**src/design/sfp_pkg.sv**
```systemverilog
// Package for the SETTINGS frame parser: request payload types, control/status
// structs shared by the controller and the datapath, and protocol constants.
// No dependencies.
package sfp_pkg;

  typedef struct packed {
    logic [7:0] data_byte;
    logic       last_byte;
    logic       empty_frame;
  } in_item_t;

  typedef struct packed {
    logic [1:0]  status;
    logic [61:0] table_capacity;
    logic [63:0] field_section_limit;
    logic [61:0] blocked_streams;
  } out_item_t;

  typedef struct packed {
    logic take;    // decode the accepted byte
    logic search;  // step the duplicate search
    logic commit;  // resolve the finished pair
    logic emit;    // load the result register
    logic dflt;    // result carries the defaults
    logic clear;   // return frame state to reset values
  } cmd_t;

  typedef struct packed {
    logic empty;
    logic last;
    logic pair_ends;
    logic search_done;
  } sts_t;

  localparam logic [1:0] ST_OK    = 2'd0;
  localparam logic [1:0] ST_TRUNC = 2'd1;
  localparam logic [1:0] ST_ERR   = 2'd2;

  localparam logic [61:0] ID_CAP      = 62'h1;
  localparam logic [61:0] ID_RSV_LO   = 62'h2;
  localparam logic [61:0] ID_RSV_HI   = 62'h5;
  localparam logic [61:0] ID_LIMIT    = 62'h6;
  localparam logic [61:0] ID_BLOCKED  = 62'h7;

  localparam logic [63:0] LIMIT_DFLT  = 64'hFFFF_FFFF_FFFF_FFFF;

endpackage

```
**src/design/sfp_ctrl.sv**
```systemverilog
// Controller for the SETTINGS frame parser: sequences byte intake, the
// duplicate search, pair resolution and result emission.
// Depends on sfp_pkg.
module sfp_ctrl (
  input  logic          clk,
  input  logic          rst_n,
  input  logic          in_valid,
  output logic          in_ready,
  input  logic          out_free,
  input  sfp_pkg::sts_t sts,
  output sfp_pkg::cmd_t cmd
);

  typedef enum logic [3:0] {
    S_IDLE   = 4'b0001,
    S_SEARCH = 4'b0010,
    S_COMMIT = 4'b0100,
    S_EMIT   = 4'b1000
  } state_t;

  state_t state_r, state_nxt;
  logic   last_pend_r, last_pend_nxt;

  always_comb begin
    state_nxt     = state_r;
    last_pend_nxt = last_pend_r;
    in_ready      = 1'b0;
    cmd           = '0;
    case (state_r)
      S_IDLE: begin
        in_ready = out_free;
        if (in_valid && out_free) begin
          if (sts.empty) begin
            cmd.clear = 1'b1;
            cmd.dflt  = 1'b1;
            cmd.emit  = 1'b1;
          end else begin
            cmd.take      = 1'b1;
            last_pend_nxt = sts.last;
            if (sts.pair_ends) begin
              state_nxt = S_SEARCH;
            end else if (sts.last) begin
              state_nxt = S_EMIT;
            end
          end
        end
      end
      S_SEARCH: begin
        cmd.search = 1'b1;
        if (sts.search_done) begin
          state_nxt = S_COMMIT;
        end
      end
      S_COMMIT: begin
        cmd.commit = 1'b1;
        state_nxt  = last_pend_r ? S_EMIT : S_IDLE;
      end
      S_EMIT: begin
        cmd.emit  = 1'b1;
        cmd.clear = 1'b1;
        state_nxt = S_IDLE;
      end
      default: begin
        state_nxt = S_IDLE;
      end
    endcase
  end

  always_ff @(posedge clk) begin
    if (!rst_n) begin
      state_r     <= S_IDLE;
      last_pend_r <= 1'b0;
    end else begin
      state_r     <= state_nxt;
      last_pend_r <= last_pend_nxt;
    end
  end

`ifndef SYNTHESIS
  a_emit_free: assert property (@(posedge clk) disable iff (!rst_n)
    cmd.emit |-> out_free)
    else $error("result emitted while result register stalled");
  a_search_to_commit: assert property (@(posedge clk) disable iff (!rst_n)
    (state_r == S_SEARCH && sts.search_done) |=> cmd.commit)
    else $error("finished search not followed by commit");
  a_ready_idle: assert property (@(posedge clk) disable iff (!rst_n)
    in_ready |-> (state_r == S_IDLE && out_free))
    else $error("request taken outside idle");
`endif

endmodule

```
**config.mk**
```make
export PLATFORM = sky130hd
export DESIGN_NAME = sfp_ctrl
export DESIGN_NICKNAME = d
export VERILOG_FILES = /design/src/design/sfp_pkg.sv /design/src/design/sfp_ctrl.sv
export SDC_FILE = /design/constraint.sdc
export NUM_CORES = 1
export LEC_CHECK = 0
export ABC_AREA = 0
export BUFFER_PORTS_ARGS = -buffer_cell sky130_fd_sc_hd__buf_4
export CORE_AREA = 2 2 39 41
export CTS_CLUSTER_DIAMETER = 200
export DETAILED_ROUTE_END_ITERATION = 10
export DIE_AREA = 0 0 41 43
export GPL_TIMING_DRIVEN = 1
export PLACE_DENSITY = 0.52
export RECOVER_POWER = 100
export SLEW_MARGIN = 20
export SYNTH_ARGS = -nofsm -noshare
export SYNTH_HDL_FRONTEND = slang
export SYNTH_SLANG_ARGS = --single-unit
```
**constraint.sdc**
```tcl
create_clock -name clk -period 2.1 [get_ports clk]
set_clock_uncertainty 0.2 [all_clocks]
set_input_delay 0.21 -clock clk [delete_from_list [all_inputs] [get_ports clk]]
set_output_delay 0.21 -clock clk [all_outputs]
set_load 0.05 [all_outputs]
```
==> summary.md <==
| Metric | Value |
|---|---|
| Status | `finished clean` |
| Grt met2 use | `0.156` |
| GR peak layer | `met2` |
| Fin crit period | `roughly 2 ns` |
| Post-synthesis cell area | `roughly 350 um2` |
| Final instance area | `between 400 and 500 um2` |
| Max VDD drop | `between 0.2 and 0.3 mV` |
| Slew headroom | `0.769` |
| Synth Instances | `40` |
| First-pass GRT wire length | `between 1000 and 1500 um` |
| Clk sinks | `5` |
| Chip Height | `between 40 and 50 um` |
| RSZ-0062 raised after global routing | `false` |
| Top post-synthesis cells by area | `dfxtp_1 (29%), nor4b_1 (7.5%), a22oi_4 (6.1%)` |
| Max Clk Rate | `500 MHz` |
| Dpl hpwl | `622 um` |
| Initial Util | `0.252` |
| Class of the worst hold path | `primary input to register` |
| Max cap viols | `0` |
| Critical path arrival | `roughly 1.6 ns` |
| Synth top area share | `0.287` |
| Startpoint types | `register` |
| Clk Latency, worst-skew pair | `about 0.24 ns` |
| Vias in the first global route | `about 310` |
| Vias | `approximately 340` |
| DRT antenna net count | `0` |
| Clock Path Buffers | `2` |
| Routing usage on met3 | `0.0471` |
| Primary FF master, synth | `dfxtp_1` |
| Final hold slack | `around 0.032 ns` |
| First-pass DRT Iterations | `4` |
| Die Footprint | `1760 um2` |
| P per Cell Area | `641 nW/um2` |
| Yosys cell types | `25` |
| Internal reg-to-reg setup slack | `roughly 0.34 ns` |
| Met1 Usage GRT | `0.145` |
| Post-synthesis net count | `between 40 and 50` |
| Cells after DPL | `67` |
| Worst-margin pin slew | `around 0.35 ns` |
| CTS tree | `yes` |
| CTS Root Cell | `clkbuf_4` |
| Average cell area after synthesis | `between 8 and 9 um2` |
| H-tree Lvls | `1` |
| Post-synth EDFFs | `0` |
| WS Path Type | `register to output port` |
| CP Data Required Time | `between 1.5 and 2 ns` |
| Layout net count | `65` |
| WL per Instance | `~11 um` |
| Placed cell areas | `between 400 and 500 um2` |
| Top cells by count, synth | `dfxtp_1 (5), nand2_1 (3), nor2_1 (3), nor4b_1 (3)` |
| Layout area overhead | `38.4%` |
| # rows | `14` |
| CORE AREA | `1380 um2` |
| Ys Warns | `0` |
| Post-route setup TNS | `0 ns` |
| CP endpoint kind | `output port` |
| Final Cycle Share | `0.952` |
| PortBufs | `14` |
| Number of setup violations in the final report | `0` |
| Largest net degree at the start of global routing | `11` |
| Initial DRC count | `3` |
| Fin util | `0.349` |
| Synth area leader | `dfxtp_1` |
| Worst-path clk slew | `roughly 0.040 ns` |
| Crit Path Max Fanout | `9` |
| Ant diodes | `0` |
| Worst Setup Slack, final | `a little over 0.1 ns` |
| Final Wtd Congestion | `~0.61` |
| Post-Layout Cell Count | `a little over 70` |
| LEAKAGE | `between 0.2 and 0.25 nW` |
| Via/cell ratio | `around 4.7` |
| Antenna violations before repair | `0` |
| Total global routing overflow | `0` |
| Final max-slew violation count | `0` |
| Die Width | `around 41 um` |
| Layout cells sized above 1 | `0.393` |
| Pwr Total | `0.310 mW` |
| GRT Resource Usage Total | `0.114` |
| Hold Fails Final Rpt | `0` |
| Cts bufs inserted | `3` |
| DRT Wirelength | `roughly 800 um` |
| I/O pin cnt | `15` |
| Sequential fraction of the synthesis area | `0.287` |
| Most frequent cell after synthesis | `dfxtp_1` |
| Pre-CTS setup slack | `0.356 ns` |
| Ys async rst share | `0` |
| Drt drc | `0` |
| Yosys reg bits | `5` |
## where the power goes
group	total (mW)	internal [mW]	switching [mW]
Sequential	0.111	0.100	0.0105
Clock	0.109	0.0717	0.0374
Combinational	0.0897	0.0403	0.0494
## cells by family after synthesis
logic type             synth area share
multiplexers                     0.0287
AND/OR/NAND/NOR                   0.405
flip-flops                        0.287
buffers and inverters            0.0932
AO/OA/AOI/OAI                     0.186
## registers in the layout, summed over array words and instances (netlist names)
name and cells:
last_pend_r 1, state_r 4
## cells in the final DEF (no fill, tap or decap), drive strengths merged
cell type    instances
a21o                 1
a21oi                2
a22oi                1
a32oi                1
and2                 2
and3b                2
and4b                1
buf                  9
clkbuf              10
dfxtp                5
dlygate4sd3          1
inv                  1
mux2i                1
nand2                3
nand3                1
nand4                1
nor2                 3
nor2b                1
nor3                 1
nor4                 1
nor4b                3
o21a                 1
o21ai                2
or4b                 2
## final timing paths
path,from,endpoint,depth (start not counted)
hold / removal,sts[2],last_pend_r,3
hold reg to reg,last_pend_r,last_pend_r,2
setup reg to reg,state_r[0],state_r[0],3
setup / recovery,state_r[0],cmd[1],3
## per-layer routing
| metal | up-vias | part of all wire |
|---|---|---|
| li1 | 178 | - |
| met1 | 149 | 0.50 |
| met2 | 8 | 0.44 |
| met3 | 0 | 0.054 |
| met4 | 0 | 0 |
| met5 | - | 0 |
## worst max-delay path, cell delays in order (launching register included)
cell and delay [ns]:
dfxtp_1 0.50, or4b_4 0.52, nor2_1 0.11, clkbuf_4 0.23
## area by class of cell
type | count | area, um2
fill | 155 | 901
timing repair buffer | 16 | 113
tap | 16 | 20.0
clock buffer | 4 | 26.3
inverter | 1 | 3.75
sequential | 5 | 100
multi-input combinational | 30 | 220
## what timing repair did
action,CTS,global route
hold endpoints to repair,1,0
buffers inserted,0,0
resized for setup,0,0
hold buffers,1,0
endpoints found under the setup margin,0,0
(Power assumes the default switching activity.)
