==> config.mk <==
export PLATFORM = sky130hd
export DESIGN_NAME = sfp_dpath
export DESIGN_NICKNAME = d
export VERILOG_FILES = /design/src/design/sfp_pkg.sv /design/src/design/sfp_dpath.sv
export SDC_FILE = /design/constraint.sdc
export NUM_CORES = 2
export LEC_CHECK = 0
export BUFFER_PORTS_ARGS = -buffer_cell sky130_fd_sc_hd__buf_2
export CORE_MARGIN = 10
export CORE_UTILIZATION = 40
export CTS_CLUSTER_SIZE = 12
export DETAILED_ROUTE_END_ITERATION = 6
export GPL_ROUTABILITY_DRIVEN = 0
export PLACE_DENSITY = 0.55
export REMOVE_ABC_BUFFERS = 1
export SYNTH_ARGS = -nofsm -noshare
export SYNTH_HDL_FRONTEND = slang
export SYNTH_SLANG_ARGS = --single-unit
==> constraint.sdc <==
create_clock -name clk -period 5.7 [get_ports clk]
set_input_delay 0.57 -clock clk [delete_from_list [all_inputs] [get_ports clk]]
set_output_delay 0.57 -clock clk [all_outputs]
set_load 0.01 [all_outputs]
==> src/design/sfp_pkg.sv <==
// Package for the SETTINGS frame parser: request payload types, control/status
// structs shared by the controller and the datapath, and protocol constants.
// No dependencies.
package sfp_pkg;

  typedef struct packed {
    logic [7:0] data_byte;
    logic       last_byte;
    logic       empty_frame;
  } in_item_t;

  typedef struct packed {
    logic [1:0]  status;
    logic [61:0] table_capacity;
    logic [63:0] field_section_limit;
    logic [61:0] blocked_streams;
  } out_item_t;

  typedef struct packed {
    logic take;    // decode the accepted byte
    logic search;  // step the duplicate search
    logic commit;  // resolve the finished pair
    logic emit;    // load the result register
    logic dflt;    // result carries the defaults
    logic clear;   // return frame state to reset values
  } cmd_t;

  typedef struct packed {
    logic empty;
    logic last;
    logic pair_ends;
    logic search_done;
  } sts_t;

  localparam logic [1:0] ST_OK    = 2'd0;
  localparam logic [1:0] ST_TRUNC = 2'd1;
  localparam logic [1:0] ST_ERR   = 2'd2;

  localparam logic [61:0] ID_CAP      = 62'h1;
  localparam logic [61:0] ID_RSV_LO   = 62'h2;
  localparam logic [61:0] ID_RSV_HI   = 62'h5;
  localparam logic [61:0] ID_LIMIT    = 62'h6;
  localparam logic [61:0] ID_BLOCKED  = 62'h7;

  localparam logic [63:0] LIMIT_DFLT  = 64'hFFFF_FFFF_FFFF_FFFF;

endpackage

==> src/design/sfp_dpath.sv <==
// Datapath for the SETTINGS frame parser: varint decoder, seen-identifier
// memory with sequential duplicate search, settings registers, result format.
// Depends on sfp_pkg.
module sfp_dpath #(
  parameter int MAX_IDS = 64
) (
  input  logic               clk,
  input  logic               rst_n,
  input  sfp_pkg::in_item_t  in_data,
  input  sfp_pkg::cmd_t      cmd,
  output sfp_pkg::sts_t      sts,
  output sfp_pkg::out_item_t result
);

  localparam int CNT_W = $clog2(MAX_IDS + 1);
  localparam int IDX_W = (MAX_IDS > 1) ? $clog2(MAX_IDS) : 1;

  logic              phase_r, phase_nxt;
  logic [2:0]        bl_r, bl_nxt;
  logic [61:0]       acc_r, acc_nxt;
  logic [61:0]       ident_r, ident_nxt;
  logic [CNT_W-1:0]  cnt_r, cnt_nxt;
  logic              err_r, err_nxt;
  logic [61:0]       cap_r, cap_nxt;
  logic [63:0]       limit_r, limit_nxt;
  logic [61:0]       blocked_r, blocked_nxt;
  logic [CNT_W-1:0]  ptr_r, ptr_nxt;
  logic              pend_r, pend_nxt;
  logic              dup_r, dup_nxt;

  logic [61:0]       seen_mem [MAX_IDS];
  logic [61:0]       rd_q;
  logic              mem_we;

  logic [61:0]       acc_dec;
  logic [2:0]        bl_dec;
  logic              reserved;
  logic              full;
  logic              pair_ok;

  // varint byte decode
  always_comb begin
    if (bl_r == 3'd0) begin
      acc_dec = {56'd0, in_data.data_byte[5:0]};
      bl_dec  = 3'((4'd1 << in_data.data_byte[7:6]) - 4'd1);
    end else begin
      acc_dec = {acc_r[53:0], in_data.data_byte};
      bl_dec  = bl_r - 3'd1;
    end
  end

  assign reserved = (ident_r >= sfp_pkg::ID_RSV_LO) && (ident_r <= sfp_pkg::ID_RSV_HI);
  assign full     = (cnt_r == CNT_W'(MAX_IDS));
  assign pair_ok  = !reserved && !dup_r && !full;
  assign mem_we   = cmd.commit && pair_ok;

  assign sts.empty       = in_data.empty_frame;
  assign sts.last        = in_data.last_byte;
  assign sts.pair_ends   = !err_r && (bl_dec == 3'd0) && phase_r;
  assign sts.search_done = (ptr_r == cnt_r) && !pend_r;

  always_comb begin
    phase_nxt   = phase_r;
    bl_nxt      = bl_r;
    acc_nxt     = acc_r;
    ident_nxt   = ident_r;
    cnt_nxt     = cnt_r;
    err_nxt     = err_r;
    cap_nxt     = cap_r;
    limit_nxt   = limit_r;
    blocked_nxt = blocked_r;
    ptr_nxt     = ptr_r;
    pend_nxt    = pend_r;
    dup_nxt     = dup_r;

    if (cmd.take) begin
      ptr_nxt  = '0;
      pend_nxt = 1'b0;
      dup_nxt  = 1'b0;
      if (!err_r) begin
        acc_nxt = acc_dec;
        bl_nxt  = bl_dec;
        if (bl_dec == 3'd0) begin
          if (!phase_r) begin
            ident_nxt = acc_dec;
            phase_nxt = 1'b1;
          end else begin
            phase_nxt = 1'b0;
          end
        end
      end
    end

    if (cmd.search) begin
      if (ptr_r < cnt_r) begin
        ptr_nxt  = ptr_r + CNT_W'(1);
        pend_nxt = 1'b1;
      end else begin
        pend_nxt = 1'b0;
      end
      if (pend_r && (rd_q == ident_r)) begin
        dup_nxt = 1'b1;
      end
    end

    if (cmd.commit) begin
      if (!pair_ok) begin
        err_nxt = 1'b1;
      end else begin
        cnt_nxt = cnt_r + CNT_W'(1);
        if (ident_r == sfp_pkg::ID_CAP) begin
          cap_nxt = acc_r;
        end else if (ident_r == sfp_pkg::ID_LIMIT) begin
          limit_nxt = {2'b00, acc_r};
        end else if (ident_r == sfp_pkg::ID_BLOCKED) begin
          blocked_nxt = acc_r;
        end
      end
    end

    if (cmd.clear) begin
      phase_nxt   = 1'b0;
      bl_nxt      = '0;
      acc_nxt     = '0;
      ident_nxt   = '0;
      cnt_nxt     = '0;
      err_nxt     = 1'b0;
      cap_nxt     = '0;
      limit_nxt   = sfp_pkg::LIMIT_DFLT;
      blocked_nxt = '0;
    end
  end

  always_comb begin
    if (cmd.dflt) begin
      result.status              = sfp_pkg::ST_OK;
      result.table_capacity      = '0;
      result.field_section_limit = sfp_pkg::LIMIT_DFLT;
      result.blocked_streams     = '0;
    end else begin
      if (err_r) begin
        result.status = sfp_pkg::ST_ERR;
      end else if ((bl_r != 3'd0) || phase_r) begin
        result.status = sfp_pkg::ST_TRUNC;
      end else begin
        result.status = sfp_pkg::ST_OK;
      end
      result.table_capacity      = cap_r;
      result.field_section_limit = limit_r;
      result.blocked_streams     = blocked_r;
    end
  end

  always_ff @(posedge clk) begin
    if (mem_we) begin
      seen_mem[cnt_r[IDX_W-1:0]] <= ident_r;
    end
    rd_q <= seen_mem[ptr_r[IDX_W-1:0]];
  end

  always_ff @(posedge clk) begin
    if (!rst_n) begin
      phase_r   <= 1'b0;
      bl_r      <= '0;
      acc_r     <= '0;
      ident_r   <= '0;
      cnt_r     <= '0;
      err_r     <= 1'b0;
      cap_r     <= '0;
      limit_r   <= sfp_pkg::LIMIT_DFLT;
      blocked_r <= '0;
      ptr_r     <= '0;
      pend_r    <= 1'b0;
      dup_r     <= 1'b0;
    end else begin
      phase_r   <= phase_nxt;
      bl_r      <= bl_nxt;
      acc_r     <= acc_nxt;
      ident_r   <= ident_nxt;
      cnt_r     <= cnt_nxt;
      err_r     <= err_nxt;
      cap_r     <= cap_nxt;
      limit_r   <= limit_nxt;
      blocked_r <= blocked_nxt;
      ptr_r     <= ptr_nxt;
      pend_r    <= pend_nxt;
      dup_r     <= dup_nxt;
    end
  end

`ifndef SYNTHESIS
  a_cnt_bound: assert property (@(posedge clk) disable iff (!rst_n)
    cnt_r <= CNT_W'(MAX_IDS))
    else $error("seen count beyond table depth");
  a_ptr_bound: assert property (@(posedge clk) disable iff (!rst_n)
    cmd.search |-> (ptr_r <= cnt_r))
    else $error("search pointer past seen count");
  a_err_sticky: assert property (@(posedge clk) disable iff (!rst_n)
    (err_r && !cmd.clear) |=> err_r)
    else $error("latched error dropped mid-frame");
`endif

endmodule

==> impl_metrics.py <==
metrics = {
    "clock_network": {
        "cts_buffers": 443,
        "cts-root-buf": "clkbuf_16",
        "clock_latency_ps": 1010,
        "cts_tree": "yes",
        "cts.path.max_buffers": 4,
        "clk_pin_slew_worst_paths_ps": 60,
        "cts.sinks": 4362,
        "post_cts_buffers": 0,
        "htreeDepth": 5,
    },
    "final_layout": {
        "seqCellArea_sq_um": 127000,
        "area_growth_syn_to_layout_pct": 14.1,
        "multi_input_area_sq_um": 36600,
        "drive_above_1_share": 0.265,
        "final_core_utilization": 0.457,
        "nets": 8748,
        "fill_cells": 34536,
        "fin_area_sq_um": 189000,
        "final_cells": 14561,
    },
    "drt": {
        "first_pass_iters": 6,
        "wirelength_microns": 492000,
        "wl_per_cell_microns": 33.8,
        "vias_per_cell": 5.91,
        "postRouteAntennaNets": 0,
        "vias": 86083,
        "route.detailed.drc": 0,
        "dr.first_iter.drc_count": 10856,
    },
    "power_and_ir_drop": {
        "ir_drop_mv": 0.293,
        "p_sw_mw": 12.7,
        "clkPwrFrac": 0.438,
        "power_mw": 63.1,
        "p_sw_frac": 0.202,
        "leakage_nw": 58.9,
        "comb_power_share": 0.015,
        "power_density_nw_per_um2": 335,
        "internal_power_mw": 50.4,
        "pwr-share-seq": 0.547,
    },
    "placement": {
        "dp_hpwl_microns": 267000,
        "place_ws_ps": 953,
        "placed_cell_area_sq_um": 175000,
        "io_buffer_count": 206,
        "dp.cells": 13735,
    },
    "floorplan": {
        "die_h_microns": 663,
        "fp-row-count": 236,
        "core_area_sq_um": 413000,
        "die_area_sq_um": 439000,
        "die_width_microns": 663,
        "num_io_pins": 212,
        "start_util": 0.401,
    },
    "timing": {
        "tightest_slew_ps": 1280,
        "tns_ps": 0,
        "fin_hold_ws_ps": 253,
        "final_hold_viol_count": 0,
        "final.min_clock_period_ps": 4900,
        "setup_ws_ps": 798,
        "max_clock_freq_mhz": 204,
        "setup_viol": 0,
        "drv_slew": 0,
        "rsz0062_at_grt": "false",
        "skew_ps": 64.0,
        "slew_headroom": 0.146,
        "final.period_utilization": 0.860,
    },
    "synth": {
        "netlist_instances": 8262,
        "synth_cell_types": 58,
        "synth_top_area_share": 0.721,
        "syn_area_per_cell_sq_um": 20.0,
        "yosysMostFrequentCell": "edfxtp_1",
        "ys_ff_latch": 4362,
        "synthArstFlopShare": 0,
        "synthTopCellsByArea": "edfxtp_1 (72%), mux4_2 (14%), dfxtp_1 (4.8%)",
        "synth_edf_count": 3968,
        "ys_seq_area_frac": 0.769,
        "synth_area_sq_um": 165000,
        "synth_common_cells": "edfxtp_1 (3968), mux4_2 (992), nand2_1 (704)",
        "yosys_warnings": 0,
        "ys.flop_type": "edfxtp_1",
        "yosysTopAreaCell": "edfxtp_1",
    },
    "setup_path": {
        "critical_path.startpoint_type": "flop",
        "worstPathRequired_ps": 6310,
        "cpLargestDelayFamily": "simple AND/OR/NAND/NOR gates",
        "rr_startpoint": "cnt_r[4]",
        "path_class": "flop to flop",
        "worstPathCellList": "or3_1, nor3_2, nor2b_1, buf_4, nor2b_1, nand4_1, nor2_4, buf_12",
        "max_stage_delay_ps": 1020,
        "r2r_setup_slack_ps": 800,
        "critical_path_arrival_ps": 5510,
        "critPathMaxFanout": 46,
        "cp.depth": 8,
        "cpMaxStageDelayCell": "nor2_4",
        "endpoint_kind": "flop",
        "crit_top_cell": "nor2b_1",
        "critPathBufInv": 2,
        "reg2reg_to": "seen_mem[28][47]",
        "r2r_cells": 8,
    },
    "outcome": {
        "status": "finished clean",
    },
    "global_routing": {
        "grt-ovfl-total": 0,
        "antenna_found_initial": 24,
        "grt.total_usage": 0.217,
        "use_met2": 0.350,
        "grtUsageMet3": 0.0366,
        "busiest_layer": "met2",
        "grt_pass1_wl_microns": 684000,
        "grtUsageMet1": 0.297,
        "grt_pass1_vias": 87205,
        "grt_max_degree": 111,
    },
    "job": {
        "max_cap_viol_count": 0,
    },
    "worst_hold_path": {
        "holdPathStages": 3,
        "holdCritStartpoint": "cmd[0]",
        "hold_path_class": "input port to flop",
        "min_to": "cap_r[49]",
    },
}
cell type report:
| class | count | area share |
|---|---|---|
| repair buffers | 518 | 0.0225 |
| well taps | 5474 | 0.0363 |
| diodes | 6 | 0.0000796 |
| flip-flops and latches | 4362 | 0.674 |
| clock inverters | 112 | 0.00568 |
| clock buffers | 696 | 0.0668 |
| multi-input cells | 3372 | 0.194 |
| inverters | 21 | 0.000445 |
logic make-up after synthesis:
logic type	count (synthesis)	share of synthesized area
and+or+nand+nor	1334	0.0363
AOI/OAI and AO/OA	973	0.0420
adders and majority gates	12	0.000908
buffers and inverters	528	0.0139
muxes	993	0.135
DFF	4362	0.769
xor gates and xnor gates	60	0.00318
tightest hold or removal path, delay by kind of cell:
| family | cells | cell delay (ps) |
|---|---|---|
| AO/OA/AOI/OAI | 1 | 40 |
| AND/OR/NAND/NOR | 1 | 420 |
| buffers and inverters | 1 | 130 |
power by group through the flow:
stage,Clock (mW),Sequential [mW],Combinational [mW]
floorplan,0,35.3,1.05
global placement,0,35.2,0.947
detailed placement,0,35.2,0.952
CTS,28.1,34.5,0.964
global route,29.4,34.5,1.01
finish,27.6,34.5,0.955
worst max-delay path by stage:
stage	start	endpoint	slack, ps
2_1_floorplan	ptr_r[0]	rd_q[60]	-37020
3_3_place_gp	cnt_r[4]	seen_mem[28][59]	970
3_5_place_dp	cnt_r[4]	seen_mem[28][59]	950
4_1_cts	cnt_r[4]	seen_mem[28][47]	940
5_1_grt	cnt_r[4]	seen_mem[28][14]	640
6_report	cnt_r[4]	seen_mem[28][47]	800
repair_timing:
item / in CTS / in global routing
resized for setup: 0 / 0
hold endpoints to repair: 22 / 0
hold buffers: 12 / 0
state kept, by name (all words and copies together) (netlist names):
register   count
pend_r         1
cnt_r          7
bl_r           3
limit_r       63
err_r          1
acc_r         62
blocked_r     62
phase_r        1
rd_q          62
seen_mem    3968
dup_r          1
cap_r         62
ident_r       62
ptr_r          7
per-layer routing:
metal	wire length [microns]	up-vias
met2	234000	3985
li1	-	34660
met1	198000	46593
met3	39000	835
met5	86	-
met4	20900	10
layout by cell type, fill, tap and decap left out, types with 40 or more instances in the layout:
master,count
edfxtp_1,3968
mux4_2,992
nand2_1,704
a22oi_1,622
clkbuf_16,449
dfxtp_1,330
buf_4,233
buf_2,205
clkbuf_1,203
nor2_1,140
a21oi_1,140
nor2b_1,132
nand3_1,127
a21oi_2,120
nor2_4,67
buf_12,67
or2_2,64
dfxtp_2,62
clkinv_1,47
o21ai_1,44
clkbuf_8,44
xnor2_1,40
(Power assumes the default switching activity.)
